==> config.mk <==
export PLATFORM = sky130hd
export DESIGN_NAME = ffba_front
export DESIGN_NICKNAME = d
export VERILOG_FILES = /design/src/sv/ffba_pkg.sv /design/src/sv/ffba_front.sv
export SDC_FILE = /design/constraint.sdc
export NUM_CORES = 2
export LEC_CHECK = 0
export BUFFER_PORTS_ARGS = -buffer_cell sky130_fd_sc_hd__buf_2
export CORE_MARGIN = 4
export CORE_UTILIZATION = 30
export CTS_BUF_LIST = sky130_fd_sc_hd__clkbuf_4
export CTS_CLUSTER_DIAMETER = 60
export CTS_CLUSTER_SIZE = 10
export DETAILED_ROUTE_END_ITERATION = 6
export PLACE_DENSITY = 0.53
export SLEW_MARGIN = 10
export SYNTH_ARGS = -nofsm -noshare
export SYNTH_HDL_FRONTEND = slang
export SYNTH_SLANG_ARGS = --single-unit
==> constraint.sdc <==
create_clock -name clk_i -period 6.1 [get_ports clk_i]
set_input_delay 0.915 -clock clk_i [delete_from_list [all_inputs] [get_ports clk_i]]
set_output_delay 0.915 -clock clk_i [all_outputs]
set_load 0.05 [all_outputs]
==> src/sv/ffba_pkg.sv <==
// ----------------------------------------------------------------------------
// ffba_pkg: shared types for the first-fit block allocator
// Operation and status codes, register indexes, beat and table entry types.
// ----------------------------------------------------------------------------
`default_nettype none

package ffba_pkg;

  typedef enum logic [1:0] {
    OP_MALLOC  = 2'd0,
    OP_CALLOC  = 2'd1,
    OP_FREE    = 2'd2,
    OP_REALLOC = 2'd3
  } op_e;

  typedef enum logic [2:0] {
    ST_OK         = 3'd0,
    ST_BAD_SIZE   = 3'd1,
    ST_EXHAUSTED  = 3'd2,
    ST_TABLE_FULL = 3'd3,
    ST_UNKNOWN    = 3'd4
  } status_e;

  typedef enum logic [1:0] {
    CFG_MAX_REQUEST  = 2'd0,
    CFG_HEADER_BYTES = 2'd1,
    CFG_HEAP_BASE    = 2'd2,
    CFG_HEAP_LIMIT   = 2'd3
  } cfg_idx_e;

  typedef enum logic [2:0] {
    BS_IDLE,
    BS_ALLOC_CHK,
    BS_SCAN,
    BS_APPEND,
    BS_FREE_OLD,
    BS_RESULT
  } back_state_e;

  localparam logic [31:0] MAX_REQUEST_RST  = 32'd100000000;
  localparam logic [7:0]  HEADER_BYTES_RST = 8'd32;
  localparam logic [47:0] HEAP_BASE_RST    = 48'd0;
  localparam logic [47:0] HEAP_LIMIT_RST   = 48'hFFFF_FFFF_FFFF;

  typedef struct packed {
    logic [1:0]  op;
    logic [31:0] size;
    logic [31:0] count;
    logic [47:0] block_addr;
  } in_t;

  typedef struct packed {
    logic [2:0]  status;
    logic [47:0] result_addr;
    logic [8:0]  free_blocks_now;
    logic [47:0] free_bytes_now;
    logic [8:0]  blocks_total;
    logic [47:0] bytes_total;
    logic [47:0] header_bytes_total;
  } out_t;

  // classified command passed from front to back
  typedef struct packed {
    op_e         op;
    logic [63:0] req;
    logic [31:0] size;
    logic [47:0] baddr;
  } cmd_t;

  // one row of the block table
  typedef struct packed {
    logic [47:0] start;
    logic [31:0] size;
    logic        free;
  } entry_t;

endpackage

`default_nettype wire

==> src/sv/ffba_front.sv <==
// ----------------------------------------------------------------------------
// ffba_front: input stage and classifier
// Takes request beats, forms the request size (exact calloc product) and
// hands a command to the queue.
// ----------------------------------------------------------------------------
`default_nettype none

module ffba_front (
  input  wire logic          clk_i,
  input  wire logic          rst_ni,
  input  wire logic          in_valid_i,
  output logic               in_ready_o,
  input  ffba_pkg::in_t      in_data_i,
  output logic               push_o,
  output ffba_pkg::cmd_t     cmd_o,
  input  wire logic          full_i
);
  import ffba_pkg::*;

  logic        stg_valid_q, stg_valid_d;
  cmd_t        stg_q, stg_d;
  logic [63:0] prod;
  logic        take;

  assign push_o     = stg_valid_q && !full_i;
  assign in_ready_o = !stg_valid_q || !full_i;
  assign take       = in_valid_i && in_ready_o;
  assign cmd_o      = stg_q;

  // classify and size the request
  always_comb begin
    prod        = in_data_i.count * in_data_i.size;
    stg_d.op    = op_e'(in_data_i.op);
    stg_d.size  = in_data_i.size;
    stg_d.baddr = in_data_i.block_addr;
    if (op_e'(in_data_i.op) == OP_CALLOC) begin
      stg_d.req = prod;
    end else begin
      stg_d.req = {32'd0, in_data_i.size};
    end
    stg_valid_d = take || (stg_valid_q && !push_o);
  end

  always_ff @(posedge clk_i or negedge rst_ni) begin
    if (!rst_ni) begin
      stg_valid_q <= 1'b0;
    end else begin
      stg_valid_q <= stg_valid_d;
    end
  end

  always_ff @(posedge clk_i) begin
    if (take) begin
      stg_q <= stg_d;
    end
  end

endmodule

`default_nettype wire

# Word-level counts from Yosys, hierarchy flattened

Index checks and enable logic that the tools add are counted.

$mul: 1
Eq/ne operators: 1
Mux-type cells: 1
Reductions and logical operators: 8

Operators by type and width:

| kind                 | count |
|---|---|
| $mul A32 B32 Y64     | 1 |
| $mux W32             | 1 |
| $logic_and A1 B1 Y1  | 3 |
| $logic_not A1 Y1     | 3 |
| $eq A2 B1 Y1 const B | 1 |
| $logic_or A1 B1 Y1   | 2 |

Register bits: 147
Input bits: 118
Word-level logic and storage cells: 17

# Longest topological paths before layout

Depth in word-level cells: 5
Gate-level depth with buffers: 29
Gate-level depth less buffers: 27

# Worst setup path after synthesis

OpenSTA, ideal clock, no wires.

Kind: input port to flip-flop
Start point: input in_data_i[82] in the netlist's numbering
End point: register stg_q, in the netlist cmd_o[140], data pin
Library setup time: 261 ps
Arrival time: 7612 ps
Required time: 5839 ps
Path slack: -1773 ps
Cell stages on the path: 24
Path buffers: 2
Path through: clkbuf_1 -> nand2_1 -> fa_1 -> inv_1 -> fa_1 -> inv_1 -> fa_1 -> fa_1 -> inv_1 -> fa_1 -> fa_1 -> fa_1 -> fa_1 -> ha_1 -> clkbuf_1 -> a21o_1 -> a31oi_1 -> nor3b_1 -> o2111ai_2 -> a211oi_2 -> o41ai_2 -> a21oi_2 -> mux2_1 -> a311o_1

Longest elaborated chain between the ends: 1

RTL lines:

| item                 | line             | RTL |
|---|---|---|
| from (decl)          | ffba_front.sv:13 | `input ffba_pkg::in_t in_data_i,` |
| $mul A32 B32 Y64     | ffba_front.sv:32 | `prod = in_data_i.count * in_data_i.size;` |
| to (signal assigned) | ffba_front.sv:54 | `stg_q <= stg_d;` |
| to (decl)            | ffba_front.sv:21 | `cmd_t stg_q, stg_d;` |

Every way passes these cells.
A chain may end at the register's enable or synchronous reset.

# Final worst setup path

Start point: input in_data_i[60] in the netlist's numbering
End point: register stg_q, in the netlist cmd_o[136], data pin

The elaborated chain is that of the path after synthesis.

==> flow_summary.toml <==
[status]
status = "complete, but fails checks"
violations = "setup timing"

[sta]
period_share_pct = 122
setup_violations = 50
slew_viol_final = 0
fin_crit_ns = 7.42
rsz0062_at_grt = "true"
final_hold_viol_count = 0
max_freq_mhz = 135
setup_ws_ns = -1.32
finClkSkew_ns = 0.0718
tightest_slew_ns = 0.926
relSlewSlack_pct = 38.3
setup_tns_ns = -39.38

[flow_run]
maxCapViolCount = 0

[detailed_routing]
drc = 0
drt-pass1-iter-count = 6
viasPerCell = 4.62
wire_per_inst_um = 18.9
antenna_left = 0
num_vias = 28700
routed_wl_mm = 117
drtIter0Drc = 1352

[clock_tree]
clock_path_buffers = 2
clk_latency_ns = 0.87
clkTransAtPathRegs_ns = 0.19
cts_root_buf = "clkbuf_4"
cts_tree = "yes"
numCtsBuffers = 17
htree_levels = 4
cts_sinks = 147

[critical_path]
crit_arrival_ns = 7.98
crit_slowest_cell = "fa_2"
worstSetupEndpointType = "flop"
crit_top_cell = "fa_1"
r2r_start = "stg_valid_q$_DFF_PN0_"
path_class = "in2reg"
max_stage_delay_ns = 0.59
start_kind = "input port"
r2r_end = "cmd_o[60]$_DFFE_PP_"
ff2ff_setup_slack_ns = 4.01
cp.required_ns = 6.65
rr_worst_depth = 3
critPathMaxFanout = 6

[die]
die_h_um = 366
start_util_pct = 30.3
dieArea_um2 = 134000
coreArea_um2 = 126000
die_w_um = 366
rows = 130
io_pins = 266

[global_route]
first_global_vias = 31600
grt_pass1_wl_mm = 184
grt_max_degree = 120
grt_usage_pct = 18.1
gr-total-overflow = 0
antenna_found_initial = 9

[synth]
ys_seq_area_share_pct = 11.5
async_reset_ff_share_pct = 0.680
synth_cell_types = 70
syn_avg_cell_area_um2 = 9.65
yosys_warnings = 0
syn_inst = 3974
synth_nets = 5251
synth_flop_cell = "edfxtp_1"
ys_ff_latch = 147
synth_edf_count = 146
synthesis.area_um2 = 38400

[final_layout]
drive_gt1_share_pct = 25.5
final_cell_mix = "inv_1 (847), fa_1 (831), and2_1 (530)"
fin_util_pct = 38.0
area_delta_synth_final_pct = 25.2
layout_commonest_cell = "inv_1"
fill_cells = 12700
nets = 5824
design_area_um2 = 48000

[placed_design]
placed_cell_area_um2 = 45100
place_congestion = 0.844
dp_hpwl_mm = 98.8
port_buffers = 265
preCtsSetupSlack_ns = -2.60

[hold_path]
worstHoldPathType = "in2reg"
worst_hold_path.endpoint = "cmd_o[31]$_DFFE_PP_"
hp-start = "in_data_i[31]"
holdPathStages = 1
[worst max-delay path, delay by kind of cell]
family | cells | cell delay, ns
simple gates | 4 | 0.60
fa+ha+maj | 9 | 4.31
buf+inv | 9 | 0.85
compound gates | 5 | 1.16
mux | 1 | 0.11
[registers in the layout, summed over array words and instances (netlist names)]
register     count
cmd_o          146
stg_valid_q      1
[final cells by class]
class,instances,area [µm²],share of cell area [%]
antenna,6,15.0,0.0313
clock buffer,17,128,0.266
clock inverter,15,188,0.391
inverter,874,3290,6.85
multi-input combinational,2738,31600,65.8
sequential,147,4410,9.18
tap,1650,2060,4.30
timing repair buffer,769,6350,13.2
[per-stage QoR]
step                      hold slack, ns  std cells
after floorplan                    0.619       3974
after global placement             0.502       6136
after detailed placement           0.528       6136
after CTS                          0.112       6201
after global routing               0.129       6213
final                              0.264       6216
[cell usage after synthesis (all sizes together), types with 3 or more instances]
library cell  count  area share (%)
fa              896              47
inv             874             8.6
and2            600             9.8
nand2           519             5.1
ha              263             8.6
clkbuf          210             2.1
edfxtp          146              11
a21oi            78             1.0
o21ai            62            0.82
nor2             58            0.57
a21o             30            0.60
xnor2            25            0.57
nor3             23            0.31
nand3            21            0.29
xor2             19            0.43
o21bai           17            0.33
o21a             12            0.23
nand4            11            0.20
and3             10            0.16
nand2b           10            0.16
a211oi            9            0.20
a31oi             7            0.11
nor4              7            0.17
nor3b             6            0.12
o211ai            6            0.12
a211o             5            0.12
buf               4           0.042
nor2b             4           0.065
o31ai             4           0.078
or3               4           0.069
o2111ai           3           0.085
o41ai             3            0.11
[cell families after synthesis]
| kind of cell | Yosys count | share of synthesized area (%) |
|---|---|---|
| fa+ha+maj | 1159 | 55.3 |
| xor+xnor | 44 | 1.00 |
| mux | 3 | 0.0816 |
| simple gates | 1277 | 17.1 |
| flops | 147 | 11.5 |
| buf+inv | 1089 | 10.7 |
| compound gates | 255 | 4.29 |
[worst max path at each step]
stage	startpoint	to	slack, ns	cells past startpoint
6_report	in_data_i[60]	cmd_o[136]$_SDFFCE_PP0P_	-1.32	28
5_1_grt	in_data_i[60]	cmd_o[132]$_SDFFCE_PP0P_	-1.36	28
4_1_cts	in_data_i[60]	cmd_o[136]$_SDFFCE_PP0P_	-1.18	27
3_5_place_dp	in_data_i[90]	cmd_o[130]$_SDFFCE_PP0P_	-2.60	25
3_3_place_gp	in_data_i[90]	cmd_o[130]$_SDFFCE_PP0P_	-2.53	25
2_1_floorplan	in_data_i[59]	cmd_o[140]$_SDFFCE_PP0P_	-1.56	24
[metal layers]
layer / vias to the layer above / wire (µm) / share of wire [%] / GRT usage [%]
met2: 557 / 64000 / 55 / 34.1
met4: 2 / 2210 / 1.9 / 3.86
met5: - / 20 / 0.017 / 0
li1: 12900 / - / - / -
met3: 113 / 3950 / 3.4 / 2.11
met1: 15100 / 47100 / 40 / 22.2
[what timing repair did]
item,in CTS,in global routing
buffers inserted,37,17
gates cloned,8,2
hold endpoints to repair,1,0
hold buffers,1,0
resized for setup,429,102
pin swaps,206,80
setup endpoints to repair,52,52
Power is not shown: default switching activity piles up to over one toggle a cycle in this logic, so the estimate is an artifact.
