## src/sv/ffba_pkg.sv

```systemverilog
// ----------------------------------------------------------------------------
// ffba_pkg: shared types for the first-fit block allocator
// Operation and status codes, register indexes, beat and table entry types.
// ----------------------------------------------------------------------------
`default_nettype none

package ffba_pkg;

  typedef enum logic [1:0] {
    OP_MALLOC  = 2'd0,
    OP_CALLOC  = 2'd1,
    OP_FREE    = 2'd2,
    OP_REALLOC = 2'd3
  } op_e;

  typedef enum logic [2:0] {
    ST_OK         = 3'd0,
    ST_BAD_SIZE   = 3'd1,
    ST_EXHAUSTED  = 3'd2,
    ST_TABLE_FULL = 3'd3,
    ST_UNKNOWN    = 3'd4
  } status_e;

  typedef enum logic [1:0] {
    CFG_MAX_REQUEST  = 2'd0,
    CFG_HEADER_BYTES = 2'd1,
    CFG_HEAP_BASE    = 2'd2,
    CFG_HEAP_LIMIT   = 2'd3
  } cfg_idx_e;

  typedef enum logic [2:0] {
    BS_IDLE,
    BS_ALLOC_CHK,
    BS_SCAN,
    BS_APPEND,
    BS_FREE_OLD,
    BS_RESULT
  } back_state_e;

  localparam logic [31:0] MAX_REQUEST_RST  = 32'd100000000;
  localparam logic [7:0]  HEADER_BYTES_RST = 8'd32;
  localparam logic [47:0] HEAP_BASE_RST    = 48'd0;
  localparam logic [47:0] HEAP_LIMIT_RST   = 48'hFFFF_FFFF_FFFF;

  typedef struct packed {
    logic [1:0]  op;
    logic [31:0] size;
    logic [31:0] count;
    logic [47:0] block_addr;
  } in_t;

  typedef struct packed {
    logic [2:0]  status;
    logic [47:0] result_addr;
    logic [8:0]  free_blocks_now;
    logic [47:0] free_bytes_now;
    logic [8:0]  blocks_total;
    logic [47:0] bytes_total;
    logic [47:0] header_bytes_total;
  } out_t;

  // classified command passed from front to back
  typedef struct packed {
    op_e         op;
    logic [63:0] req;
    logic [31:0] size;
    logic [47:0] baddr;
  } cmd_t;

  // one row of the block table
  typedef struct packed {
    logic [47:0] start;
    logic [31:0] size;
    logic        free;
  } entry_t;

endpackage

`default_nettype wire

```

## src/sv/ffba_queue.sv

```systemverilog
// ----------------------------------------------------------------------------
// ffba_queue: two-entry command queue
// Decouples the front classifier from the back sequencer.
// ----------------------------------------------------------------------------
`default_nettype none

module ffba_queue (
  input  wire logic          clk_i,
  input  wire logic          rst_ni,
  input  wire logic          push_i,
  input  ffba_pkg::cmd_t     data_i,
  output logic               full_o,
  input  wire logic          pop_i,
  output logic               valid_o,
  output ffba_pkg::cmd_t     data_o
);
  import ffba_pkg::*;

  cmd_t       slot_q [2];
  logic       wr_ptr_q, wr_ptr_d;
  logic       rd_ptr_q, rd_ptr_d;
  logic [1:0] cnt_q, cnt_d;
  logic       do_push, do_pop;

  assign full_o  = (cnt_q == 2'd2);
  assign valid_o = (cnt_q != 2'd0);
  assign data_o  = slot_q[rd_ptr_q];
  assign do_push = push_i && !full_o;
  assign do_pop  = pop_i && valid_o;

  // pointer and fill update
  always_comb begin
    wr_ptr_d = do_push ? ~wr_ptr_q : wr_ptr_q;
    rd_ptr_d = do_pop ? ~rd_ptr_q : rd_ptr_q;
    cnt_d    = cnt_q + {1'b0, do_push} - {1'b0, do_pop};
  end

  always_ff @(posedge clk_i or negedge rst_ni) begin
    if (!rst_ni) begin
      wr_ptr_q <= 1'b0;
      rd_ptr_q <= 1'b0;
      cnt_q    <= 2'd0;
    end else begin
      wr_ptr_q <= wr_ptr_d;
      rd_ptr_q <= rd_ptr_d;
      cnt_q    <= cnt_d;
    end
  end

  // slot storage
  always_ff @(posedge clk_i) begin
    if (do_push) begin
      slot_q[wr_ptr_q] <= data_i;
    end
  end

endmodule

`default_nettype wire

```

## config.mk

```make
export PLATFORM = sky130hd
export DESIGN_NAME = ffba_queue
export DESIGN_NICKNAME = d
export VERILOG_FILES = /design/src/sv/ffba_pkg.sv /design/src/sv/ffba_queue.sv
export SDC_FILE = /design/constraint.sdc
export NUM_CORES = 1
export LEC_CHECK = 0
export BUFFER_PORTS_ARGS = -buffer_cell sky130_fd_sc_hd__buf_2
export CAP_MARGIN = 40
export CORE_MARGIN = 5
export CORE_UTILIZATION = 52
export CTS_CLUSTER_DIAMETER = 100
export DETAILED_ROUTE_END_ITERATION = 16
export PLACE_DENSITY_LB_ADDON = 0.05
export SYNTH_ARGS = -nofsm -noshare
export SYNTH_HDL_FRONTEND = slang
export SYNTH_SLANG_ARGS = --single-unit
```

## constraint.sdc

```tcl
create_clock -name clk_i -period 8.95 [get_ports clk_i]
set_input_delay 0.4475 -clock clk_i [delete_from_list [all_inputs] [get_ports clk_i]]
set_output_delay 0.4475 -clock clk_i [all_outputs]
set_load 0.01 [all_outputs]
```

Word-level counts from Yosys, hierarchy flattened:

Memories as Yosys holds them, arrays and structs flattened.
Index checks and enable logic that the tools add are counted.

* output and inout port bits: 148
* flip-flop bits (word level): 4
* word-level logic and storage cells: 15
* input bits: 150
* memory bits (read-only): 0
* memories kept: 1
* memory bits (writable): 292
* latch bits: 0

Memories
* slot_q: depth 2, bits a word 146, read ports 1, clocked after Yosys merged registers in 0, wr ports 1, line ffba_queue.sv:19 `cmd_t slot_q [2];`

* shifts and indexed selects: 0
* eq/ne operators: 1
* $mul: 0
* order comparisons: 0
* reductions and logical operators: 4
* $add $sub $neg: 2
* bitwise logic cells: 2
* divide/modulo/power cells: 0
* multiplexer cells: 2

Operator list (number)
* $add 2x1->2: 1
* $eq 2x2->1 const B: 1
* $logic_and 1x1->1: 2
* $mux 1: 2
* $not 1->1: 2
* $reduce_bool 2->1: 1
* $sub 2x1->2: 1
* $logic_not 1->1: 1

Longest topological paths before layout:

Gate-level depths: netlist of run 1.

* depth in word-level cells: 5
* gate-level depth with buffers: 7
* depth with buffers taken out: 7

Worst setup path before layout of run 1:

Ideal clock, no wire load.

* path kind: reg2reg
* start point: register cnt_q[1]
* end point: memory slot_q[0][0] (netlist bit), enable pin
* setup time: 0.653 ns
* required time: 8.297 ns
* stages on the path, launching flop included: 4
* clock period less this slack: 7.370 ns
* path buffers: 0
* arrival: 6.717 ns
* path slack: 1.580 ns
* cells stage by stage: dfrtp_1 -> or2b_1 -> nand2_1 -> nor2_1

* cells in the longest elaborated chain, start to end: 5

Ends and longest elaborated chain
* start, declared: line ffba_queue.sv:22 `logic [1:0] cnt_q, cnt_d;`
* start signal, assigned: line ffba_queue.sv:46 `cnt_q <= cnt_d;`
* $eq 2x2->1: line ffba_queue.sv:25 `assign full_o = (cnt_q == 2'd2);`
* $logic_not 1->1: line ffba_queue.sv:28 `assign do_push = push_i && !full_o;`
* $logic_and 1x1->1: line ffba_queue.sv:28
* $mux 1: line ffba_queue.sv:52 `if (do_push) begin`
* $mux 1 (implied by the code): line ffba_queue.sv:53 `slot_q[wr_ptr_q] <= data_i;`
* end, declared: line ffba_queue.sv:19

No other way between the ends.

==> results of run 1 <==
## power breakdown
part	total [mW]	switching, mW	internal, mW
registers	1.99	0.0959	1.89
clock network	1.17	0.479	0.686
logic	1.30	0.697	0.600
## routing by layer
layer	global-route usage [%]	part of all wire (%)
met1	20.8	37
met2	30.4	50
met3	6.44	9.9
met4	5.21	2.4
met5	0	0.21
## timing repair
item / CTS / global route
gates resized for setup: 0 / 0
endpoints found under the setup margin: 0 / 0
endpoints found under the hold margin: 4 / 0
hold buffers: 1 / 0
## stage by stage
step	setup slack (ns)	hold WS [ns]	util (%)	power (mW)	instance area, µm²
floorplan	1.58	0.152	-	2.89	10800
global placement	5.87	0.257	61.3	3.28	12500
detailed placement	6.08	0.259	62.0	3.35	12600
CTS	5.58	0.0807	66.6	4.52	13600
global route	5.48	0.0779	66.7	4.68	13600
finish	5.64	0.104	66.7	4.45	13600
## final timing paths
check / depth (start not counted) / slack (ns) / to
min reg2reg: 1 / 0.53 / cnt_q[0]
max reg2reg: 5 / 6.16 / slot_q[1][134]
min: 1 / 0.10 / slot_q[0][109]
max: 5 / 5.64 / data_o[57]
max in group asynchronous: 2 / 8.54 / rd_ptr_q
min in group asynchronous: 2 / 0.27 / cnt_q[0]
## flip-flops by register name (all words and copies together) (netlist names)
register  cells
slot_q      292
rd_ptr_q      1
wr_ptr_q      1
cnt_q         2
## placed cells by master (no fill, tap or decap), drive strengths merged, types with 2 or more instances in the layout
cell      count
clkinvlp      3
xnor2         3
clkinv       10
inv           2
clkbuf       42
ha            2
edfxtp      292
diode         4
dfrtp         4
mux2        146
buf         307
## area by class of cell
class                      instances  area share (%)
tap                              270            2.49
inverter                           2          0.0553
sequential                       296            65.3
multi-input combinational        158            12.9
clock buffer                      42            6.24
timing repair buffer             308            12.2
antenna                            4          0.0737
clock inverter                    14           0.719
## logic make-up after synthesis
family                     Yosys count  synth area share, %
and+or+nand+nor                      6                0.325
muxes                              146                 15.2
buffers and inverters               18                 1.68
xor gates and xnor gates             4                0.325
DFF                                296                 82.2
adders and majority gates            2                0.232
==> flow_summary.json, run 1 <==
{
  "async_flop_share_pct": 1.35,
  "synthTopCellsByCount": "edfxtp_1, mux2_2, buf_6, dfrtp_1, xnor2_1",
  "setup_viol": 0,
  "wl_per_cell_um": 19.9,
  "synth_cell_type_count": 15,
  "synthCells": 472,
  "post-route-period-util_pct": 37.0,
  "final_antenna_net_count": 0,
  "maxCapViolCount": 0,
  "core_um2": 20400,
  "fin_setup_tns_ns": 0,
  "cts_tree": "done",
  "grt_pass1_vias": 6003,
  "rsz0062_at_grt": "false",
  "clkTransAtPathRegs_ns": 0.06,
  "hpwlAfterDp_um": 15200,
  "hold_class": "primary input to register",
  "dr.pass1.iters": 4,
  "syn_nets": 624,
  "path_cells": "buf_12 > buf_4 > buf_16 > mux2_2 > buf_2",
  "die_y_um": 154,
  "cp.arrival_ns": 2.86,
  "syn_area_um2": 10800,
  "r2r_start": "cnt_q[1]",
  "vias": 5506,
  "routed_wl_um": 21700,
  "synth.avg_cell_area_um2": 22.9,
  "crit_family": "buffers and inverters",
  "yosysTopAreaCell": "edfxtp_1",
  "place.gp.congestion": 0.741,
  "status": "completed",
  "p_per_area_nw_per_um2": 328,
  "drive_above_1_share_pct": 61.2,
  "grt_start_max_net_pins": 61,
  "synth_top_area_share_pct": 81.3,
  "ys_top_cells_by_area": "edfxtp_1, mux2_2, buf_6",
  "dp.cells": 1033,
  "fin_crit_ns": 3.31,
  "die_area_um2": 23700,
  "drcViolationCount": 0,
  "layout.nets": 948,
  "grt_usage_pct": 17.6,
  "start_util_pct": 53.0,
  "cp_slowest_cell": "dfrtp_4",
  "synth_ff_type": "edfxtp_1",
  "path_class": "register to output port",
  "critPathLaunch": "rd_ptr_q",
  "regArea_um2": 8870,
  "multi_input_area_um2": 1750,
  "ir_drop_mv": 0.247,
  "slew_viol_final": 0,
  "rows": 52,
  "h-tree-depth": 1,
  "worst-path-buf-inv": 4,
  "numPortBuffers": 297,
  "cp_slowest_stage_delay_ns": 0.74,
  "max-slew-margin-rel_pct": 54.0,
  "max-clock-path-buffers": 3,
  "postCtsSetupRepairBufs": 0,
  "cts-root-buf": "clkbuf_16",
  "hold_viol": 0,
  "die_x_um": 154,
  "first_iter_violations": 249,
  "cts.sink_count": 296,
  "antenna_found_initial": 7,
  "fillers": 1424,
  "fmax_mhz": 302,
  "worstMarginPinSlew_ns": 0.690,
  "grt_first_pass_wirelength_um": 32800,
  "numCtsBuffers": 30,
  "ys_seq_elements": 296,
  "clock_latency_ns": 0.53,
  "power.leakage_nw": 5.10,
  "ys.warnings.count": 0,
  "overflow": 0,
  "min_from": "data_i[109]",
  "yosysMostFrequentCell": "edfxtp_1",
  "area_growth_pct": 25.9,
  "clock_skew_ns": 0.00732,
  "cp.required_ns": 8.50,
  "synth_edf_count": 292,
  "num_io_pins": 298,
  "cp_max_fo": 46,
  "critPathLaunchType": "register",
  "ys_seq_area_share_pct": 82.2,
  "endpoint_kind": "output port",
  "instances_no_fill": 1094,
  "via_per_inst": 5.03
}
No activity file was read; power rests on OpenSTA's default activity.
==> run 2, diff against run 1 <==
--- a/config.mk
+++ b/config.mk
@@ -8,7 +8,7 @@
 export BUFFER_PORTS_ARGS = -buffer_cell sky130_fd_sc_hd__buf_2
 export CAP_MARGIN = 40
 export CORE_MARGIN = 5
-export CORE_UTILIZATION = 52
+export CORE_UTILIZATION = 47
 export CTS_CLUSTER_DIAMETER = 100
 export DETAILED_ROUTE_END_ITERATION = 16
 export PLACE_DENSITY_LB_ADDON = 0.05
==> constraint.sdc (replaced) <==
create_clock -name clk_i -period 3 [get_ports clk_i]
set_input_delay 0.15 -clock clk_i [delete_from_list [all_inputs] [get_ports clk_i]]
set_output_delay 0.15 -clock clk_i [all_outputs]
set_load 0.01 [all_outputs]
==> flow_summary.json, run 2 (same netlist as run 1, synthesis figures left out) <==
{
  "max-slew-margin-rel_pct": 38.7,
  "endpoint_kind": "output port",
  "path_class": "register to output port",
  "antenna_found_initial": 0,
  "cp_slowest_cell": "dfrtp_4",
  "final_cell_mix": "buf_2, edfxtp_1, dlygate4sd3_1, mux2_2, clkbuf_16",
  "start_util_pct": 47.7,
  "max-clock-path-buffers": 3,
  "layout.nets": 1100,
  "grt_start_max_net_pins": 147,
  "path_cells": "buf_12 > mux2_2 > buf_2",
  "cts-root-buf": "clkbuf_16",
  "r2r_slack_ns": 1.01,
  "p_per_area_nw_per_um2": 912,
  "cts_tree": "done",
  "timing.rr.end": "slot_q[0][75]",
  "routed_wl_um": 23400,
  "cp_max_fo": 75,
  "dp.cells": 1047,
  "critPathLaunchType": "register",
  "rsz0062_at_grt": "false",
  "r2r_start": "cnt_q[1]",
  "overflow": 0,
  "insertedDiodeCount": 0,
  "regMostFlops": "slot_q",
  "drcViolationCount": 0,
  "place.gp.congestion": 0.758,
  "dr.pass1.iters": 4,
  "whs_ns": 0.376,
  "rows": 55,
  "clock_skew_ns": 0.00984,
  "cp.required_ns": 2.85,
  "cts.sink_count": 296,
  "cp_slowest_stage_delay_ns": 0.44,
  "numPortBuffers": 297,
  "hpwlAfterDp_um": 14300,
  "grt_first_pass_wirelength_um": 36000,
  "wl_per_cell_um": 18.6,
  "post-route-period-util_pct": 68.1,
  "area_growth_pct": 40.9,
  "first_iter_violations": 281,
  "largest_reg_flops": 292,
  "worstMarginPinSlew_ns": 0.920,
  "p_total_mw": 13.9,
  "vias": 6038,
  "ff2ff_path_depth": 4,
  "die_area_um2": 26100,
  "drive_above_1_share_pct": 51.9,
  "holdPathStages": 2,
  "min_to": "slot_q[0][35]",
  "worst-path-buf-inv": 2,
  "power.leakage_nw": 5.77,
  "final_common_cell": "buf_2",
  "maxCapViolCount": 0,
  "h-tree-depth": 2,
  "final_antenna_net_count": 0,
  "instances_no_fill": 1258,
  "die_x_um": 162,
  "core_um2": 22600,
  "setup_viol": 0,
  "ctsResizeCount": 0,
  "hold_class": "primary input to register",
  "grt_pass1_vias": 6809,
  "via_per_inst": 4.80,
  "min_from": "data_i[35]",
  "ir_drop_mv": 0.852,
  "fin_setup_tns_ns": 0,
  "clkTransAtPathRegs_ns": 0.06,
  "crit_family": "buffers and inverters",
  "postCtsSetupRepairBufs": 0,
  "fmax_mhz": 489,
  "fin_crit_ns": 2.04,
  "status": "completed",
  "die_y_um": 162,
  "grt_usage_pct": 17.6,
  "cp.arrival_ns": 1.89,
  "numCtsBuffers": 34,
  "ctsHoldBuffers": 150,
  "clock_latency_ns": 0.50,
  "reg_top3": "slot_q (292), cnt_q (2)",
  "slew_viol_final": 0,
  "hold_viol": 0,
  "num_io_pins": 298
}
==> run 2: per-stage QoR <==
step	worst slack (ns)	cell area [µm²]	util (%)
floorplan	-0.245	10800	-
global placement	1.05	12600	55.8
detailed placement	0.972	12600	55.8
CTS	0.931	15200	67.1
global route	0.866	15200	67.1
finish	0.956	15200	67.1
==> run 2: worst register-to-register path, stage by stage, from the launching register on <==
cell	delay (ns)
dfrtp_1	0.40
or2b_1	0.22
nand2_2	0.11
nor2_4	0.58
buf_4	0.37
==> run 2: layout make-up <==
type | instances | area, µm²
sequential | 296 | 8870
timing repair buffer | 456 | 3140
fill | 1498 | 7440
multi-input combinational | 158 | 1750
inverter | 2 | 7.51
clock buffer | 47 | 963
tap | 285 | 357
clock inverter | 14 | 101
==> run 2: how the worst max path moves through the flow <==
stage	startpoint	to	slack [ns]	cells after the start
final	rd_ptr_q	data_o[34]	0.96	3
after global routing	cnt_q[1]	slot_q[0][75]	0.87	4
after CTS	rd_ptr_q	data_o[34]	0.93	3
after detailed placement	cnt_q[1]	slot_q[0][13]	0.97	4
after global placement	cnt_q[1]	slot_q[0][66]	1.05	4
after floorplan	cnt_q[1]	slot_q[0][0]	-0.24	3
==> run 2: report_power, final <==
part           switching, mW  internal, mW
combinational           2.24          1.91
sequential             0.205          5.66
clock                   1.51          2.34
==> run 2: layer usage <==
layer / part of all wire [%] / global-route usage (%) / vias to the layer above
li1: - / - / 2838
met1: 39 / 20.9 / 2950
met2: 51 / 31.0 / 212
met3: 7.5 / 5.21 / 38
met4: 2.1 / 5.82 / 0
met5: 0 / 0 / -
==> run 3, diff against run 2 <==
==> constraint.sdc (replaced) <==
create_clock -name clk_i -period 1.8 [get_ports clk_i]
set_input_delay 0.09 -clock clk_i [delete_from_list [all_inputs] [get_ports clk_i]]
set_output_delay 0.09 -clock clk_i [all_outputs]
set_load 0.01 [all_outputs]
==> flow_summary.json, run 3 (same netlist as run 1, synthesis figures left out) <==
{
  "hpwlAfterDp_um": 14900,
  "wl_per_cell_um": 20.5,
  "insertedDiodeCount": 0,
  "drcViolationCount": 0,
  "reg_top3": "slot_q (292), cnt_q (2)",
  "rows": 55,
  "cts.sink_count": 296,
  "maxCapViolCount": 0,
  "numCtsBuffers": 30,
  "clock_skew_ns": 0.0100,
  "drive_above_1_share_pct": 53.1,
  "p_per_area_nw_per_um2": 1560,
  "utilization_pct": 70.3,
  "post-route-period-util_pct": 108,
  "final_antenna_net_count": 0,
  "whs_ns": 0.283,
  "cts-root-buf": "clkbuf_16",
  "rsz0062_at_grt": "true",
  "die_x_um": 162,
  "instances_no_fill": 1278,
  "cp_slowest_cell": "dfrtp_4",
  "routed_wl_um": 26200,
  "grt_start_max_net_pins": 71,
  "dr.pass1.iters": 4,
  "critPathLaunchType": "register",
  "fin_ws_ns": -0.142,
  "status": "finished, violations left",
  "cp_max_fo": 10,
  "path_class": "register to output port",
  "via_per_inst": 4.87,
  "antenna_found_initial": 0,
  "cp_slowest_stage_delay_ns": 0.53,
  "area_growth_pct": 47.5,
  "die_y_um": 162,
  "worstMarginPinSlew_ns": 0.422,
  "vias": 6227,
  "place.gp.congestion": 0.779,
  "grt_first_pass_wirelength_um": 37700,
  "power.leakage_nw": 6.10,
  "grt_pass1_vias": 6811,
  "clkTransAtPathRegs_ns": 0.06,
  "num_io_pins": 298,
  "h-tree-depth": 1,
  "ir_drop_mv": 1.12,
  "clock_latency_ns": 0.53,
  "endpoint_kind": "output port",
  "multi_input_area_um2": 1820,
  "grt_usage_pct": 18.5,
  "max-slew-margin-rel_pct": 71.9,
  "die_area_um2": 26100,
  "final_cell_mix": "edfxtp_1, buf_2, dlygate4sd3_1, mux2_2, clkbuf_16",
  "start_util_pct": 47.7,
  "setup_viol": 161,
  "numPortBuffers": 297,
  "first_iter_violations": 263,
  "slew_viol_final": 0,
  "overflow": 0,
  "layout.nets": 1125,
  "cp.arrival_ns": 1.85,
  "core_um2": 22600,
  "regMostFlops": "slot_q",
  "fin_crit_ns": 1.94,
  "hold_class": "primary input to register",
  "fillers": 1447,
  "dp_slack_ns": 0.0453,
  "final_common_cell": "edfxtp_1",
  "path_cells": "buf_12 > buf_16 > mux2_4 > buf_2",
  "violations": "negative setup slack",
  "hold_viol": 0,
  "max-clock-path-buffers": 3,
  "cts_tree": "done",
  "regArea_um2": 8870,
  "fmax_mhz": 515,
  "largest_reg_flops": 292,
  "cp.required_ns": 1.71,
  "dp.cells": 1053
}
-- run 3: per-stage QoR --
step	power, mW	TNS (ns)	area [µm²]
after detailed placement	16.8	0	12700
after CTS	23.9	-18.64	15400
after floorplan	14.2	-362.03	10800
after global routing	25.9	-29.26	15900
final	24.8	-16.19	15900
after global placement	16.7	0	12700
-- run 3: area by class of cell --
type                            count  area share (%)
Timing Repair Buffer              485            24.8
Sequential cell                   296            55.8
Clock inverter                     11           0.637
Tap cell                          285            2.24
Multi-Input combinational cell    158            11.4
Clock buffer                       41            5.11
Inverter                            2          0.0472
-- run 3: timing repair --
action | in CTS | in global routing
hold buffers | 150 | 0
endpoints found under the hold margin | 298 | 0
setup buffers | 5 | 1
gates resized for setup | 14 | 56
setup endpoints to repair | 146 | 211
pin swaps | 0 | 3
gates cloned | 8 | 9
-- run 3: worst paths after layout --
check                            from       endpoint  slack, ns  depth (start not counted)
max                          rd_ptr_q     data_o[91]      -0.14                          4
min                        data_i[90]  slot_q[1][90]       0.28                          2
max reg2reg                  cnt_q[1]  slot_q[0][55]      -0.01                          6
min reg2reg                  cnt_q[0]       cnt_q[0]       0.57                          1
max in group asynchronous      rst_ni       rd_ptr_q       1.12                          3
min in group asynchronous      rst_ni       rd_ptr_q       0.48                          3
-- run 3: layer usage --
metal / part of all wire (%) / global-route usage (%) / up-vias
li1: - / - / 2892
met1: 41 / 23.0 / 3085
met2: 51 / 32.4 / 217
met3: 6.8 / 5.08 / 33
met4: 1.9 / 4.42 / 0
met5: 0 / 0 / -
-- run 3: power by group --
group	switching (mW)	total (mW)	internal, mW
combinational	4.45	9.26	4.82
clock	2.35	5.76	3.41
sequential	0.368	9.78	9.41
-- run 3: critical path, delay by kind of cell, from the launching register on --
kind / cells / cell delay, ns
buffers and inverters: 3 / 0.48
multiplexers: 1 / 0.31
flip-flops: 1 / 0.53
